## config.mk

```make
export PLATFORM = sky130hd
export DESIGN_NAME = tpom_ram
export DESIGN_NICKNAME = d
export VERILOG_FILES = /design/src/rtl/core/tpom_ram.sv
export SDC_FILE = /design/constraint.sdc
export NUM_CORES = 1
export LEC_CHECK = 0
export BUFFER_PORTS_ARGS = -buffer_cell sky130_fd_sc_hd__clkbuf_2
export CORE_MARGIN = 4
export CORE_UTILIZATION = 53
export DETAILED_ROUTE_END_ITERATION = 8
export HOLD_SLACK_MARGIN = 0.06
export PLACE_DENSITY = 0.85
export SLEW_MARGIN = 20
export SYNTH_ARGS = -nofsm -noshare
export SYNTH_HDL_FRONTEND = slang
export SYNTH_SLANG_ARGS = --single-unit
export TNS_END_PERCENT = 20
```

## constraint.sdc

```tcl
create_clock -name clk -period 2.1 [get_ports clk]
set_input_delay 0.105 -clock clk [delete_from_list [all_inputs] [get_ports clk]]
set_output_delay 0.105 -clock clk [all_outputs]
set_load 0.02 [all_outputs]
```

## src/rtl/core/tpom_ram.sv

```systemverilog
// Generic single-write, single-read synchronous RAM with registered read data.
// Read data holds while rd_en is low; no package dependency.
module tpom_ram #(
  parameter int WIDTH = 8,
  parameter int DEPTH = 2
) (
  input  logic                                      clk,
  input  logic                                      wr_en,
  input  logic [$clog2(DEPTH > 1 ? DEPTH : 2)-1:0] wr_addr,
  input  logic [WIDTH-1:0]                          wr_data,
  input  logic                                      rd_en,
  input  logic [$clog2(DEPTH > 1 ? DEPTH : 2)-1:0] rd_addr,
  output logic [WIDTH-1:0]                          rd_data
);

  logic [WIDTH-1:0] mem [DEPTH];

  always_ff @(posedge clk) begin
    if (wr_en) begin
      mem[wr_addr] <= wr_data;
    end
    if (rd_en) begin
      rd_data <= mem[rd_addr];
    end
  end

endmodule

```

==> results.json <==
{
  "syn-instance-count": 35,
  "worstRegToRegCells": 1,
  "period_needed_ns": 0.956,
  "vias": 402,
  "insertion_delay_ns": 0.30,
  "clk_pin_slew_ns": 0.13,
  "route.antenna.remaining_nets": 0,
  "min_path_type": "in2reg",
  "area_grow_syn2layout_pct": 24.9,
  "synth.cell_area_sq_um": 865,
  "design_area_sq_um": 1080,
  "via_count_of_the_first_global_routing_pass": 458,
  "stages_on_the_worst_setup_path": 1,
  "startpoint_type": "flop",
  "dr.pass1.iters": 2,
  "cp_top_family": "flip-flops",
  "clock_tree.buffer_depth": 2,
  "initial_utilization_pct": 56.7,
  "globalRouteOverflowTotal": 0,
  "critical_path.cell_chain": "clkbuf_2",
  "drive_above_1_share_pct": 47.0,
  "syn_nets": 48,
  "tritoncts": "done",
  "max_incr_delay_on_cp_ns": 0.38,
  "floorplan.die.width_um": 48.4,
  "timing.critical_path.slowest_stage_cell": "sky130_fd_sc_hd__edfxtp_1",
  "grt_antenna_before_repair": 0,
  "achievable-frequency_mhz": 1050,
  "layout.filler_cells": 91,
  "grt_pass1_wl_mm": 2.06,
  "core_area_sq_um": 1520,
  "worst_pin_slew_ns": 0.665,
  "global_route.usage.total_pct": 11.5,
  "rows": 14,
  "detail_route.drc_violations": 0,
  "dieArea_sq_um": 2340,
  "timing_endpoint_of_the_critical_path": "rd_data[7]",
  "drt_iter0_markers": 3,
  "placedInstanceArea_sq_um": 973,
  "antennaDiodeCount": 0,
  "layout.core_utilization_pct": 70.9,
  "wl_per_cell_um": 14.6,
  "placement.io_buffers": 20,
  "cts_setup_buffers": 0,
  "gp_routability_congestion": 0.627,
  "grt_max_degree": 14,
  "clock_skew_ns": 0.00833,
  "htreeDepth": 1,
  "nets": 80,
  "syn-mean-instance-area_sq_um": 24.7,
  "final_cells": 82,
  "cp_max_fo": 1,
  "path_buf_inv": 1,
  "cp-end-kind": "output port",
  "cap_violations": 0,
  "setup.worst_path.start": "rd_data[7]",
  "crit_path_arrival_time_ns": 0.85,
  "die_y_um": 48.4,
  "min_period_over_period_pct": 45.5,
  "netlist-cell-type-count": 5,
  "clock-root-buffer": "sky130_fd_sc_hd__clkbuf_4",
  "maxSlewViolCount": 0,
  "synth.ff_latch_count": 24,
  "cts-buffers-inserted": 3,
  "drt-vias-per-instance": 4.90,
  "hold_viol_final": 0,
  "irDropWorstVdd_mv": 0.560,
  "totalNegativeSetupSlack_ns": 0,
  "timing.hold.ws_ns": 0.133,
  "rsz0062_at_grt": "false",
  "regToRegStartpoint": "mem[0][3]",
  "io_pins": 21,
  "p_leak_nw": 0.431,
  "run_status": "complete, no violations",
  "yosys_warnings": 0,
  "critPathRequiredTime_ns": 2.00,
  "ys_seq_area_share_pct": 83.4,
  "rrSetupSlack_ns": 1.18,
  "maxSlewHeadroom_pct": 55.5,
  "p_per_area_nw_per_um2": 794,
  "critPathKind": "reg2out",
  "ctsResizeCount": 0,
  "setup_violations": 0,
  "cts.sinks": 24,
  "dpl.cell_count": 70,
  "critical_path.reg2reg.endpoint": "rd_data[3]",
  "routed_wl_mm": 1.19
}
## cells in the mapped netlist
cell type,number,area [sq um]
sky130_fd_sc_hd__nor2b_1,1,6.26
sky130_fd_sc_hd__mux2_4,8,120
sky130_fd_sc_hd__buf_6,1,11.3
sky130_fd_sc_hd__and2_1,1,6.26
sky130_fd_sc_hd__edfxtp_1,24,721
## per-layer routing
layer  up-vias  routed length, um  GRT usage [%]
li1        199                  -              -
met1       183                468           13.9
met2        20                611           18.5
met3         0                114           5.21
met4         0                  0           2.76
met5         -                  0              0
## sequential cells by signal, indices dropped and copies added, names as in the netlist
name     flops
rd_data      8
mem         16
## cell families (layout without fill, tap and decap cells)
family                 Yosys count  count (layout)  share of synthesized area (%)
flip-flops                      24              24                           83.4
multiplexers                     8               8                           13.9
AND/OR/NAND/NOR                  2               2                           1.45
buffers and inverters            1              32                           1.30
## worst min path at each step
stage	start	endpoint	slack (ns)	depth (start not counted)
global placement	wr_data[7]	mem[0][7]	0.30	1
detailed placement	wr_data[1]	mem[1][1]	0.30	1
finish	rd_en	rd_data[0]	0.13	1
floorplan	wr_data[0]	mem[0][0]	0.20	0
CTS	rd_en	rd_data[7]	0.15	1
global route	rd_en	rd_data[0]	0.14	1
## through the flow
| step | power [mW] | worst slack, ns |
|---|---|---|
| floorplan | 0.631 | 1.20 |
| global placement | 0.657 | 1.08 |
| detailed placement | 0.660 | 1.02 |
| CTS | 0.853 | 1.14 |
| global route | 0.895 | 1.09 |
| finish | 0.858 | 1.14 |
## placed cells by master (no fill, tap or decap)
cell type                       netlist  routed
sky130_fd_sc_hd__clkinv_1             0       1
sky130_fd_sc_hd__and2_1               1       1
sky130_fd_sc_hd__dlygate4sd3_1        0       8
sky130_fd_sc_hd__clkbuf_4             0       3
sky130_fd_sc_hd__mux2_4               8       8
sky130_fd_sc_hd__edfxtp_1            24      24
sky130_fd_sc_hd__nor2b_1              1       1
sky130_fd_sc_hd__clkbuf_2             0      20
## timing repair
item,in CTS,in global routing
hold buffers,8,0
hold endpoints to repair,16,0
endpoints found under the setup margin,0,0
## cell type report
cell class / instances / area, sq um / area share (%)
sequential: 24 / 721 / 66.7
timing repair buffer: 28 / 180 / 16.7
multi-input combinational: 10 / 133 / 12.3
clock buffer: 3 / 22.5 / 2.09
tap: 16 / 20.0 / 1.85
clock inverter: 1 / 3.75 / 0.348
## power by group
group          switching (mW)  leakage, nW  internal [mW]
Clock                   0.128       0.0154         0.0692
Combinational          0.0410        0.187         0.0459
Sequential            0.00857        0.228          0.565
Total                   0.177        0.431          0.680
(Power assumes the default switching activity.)
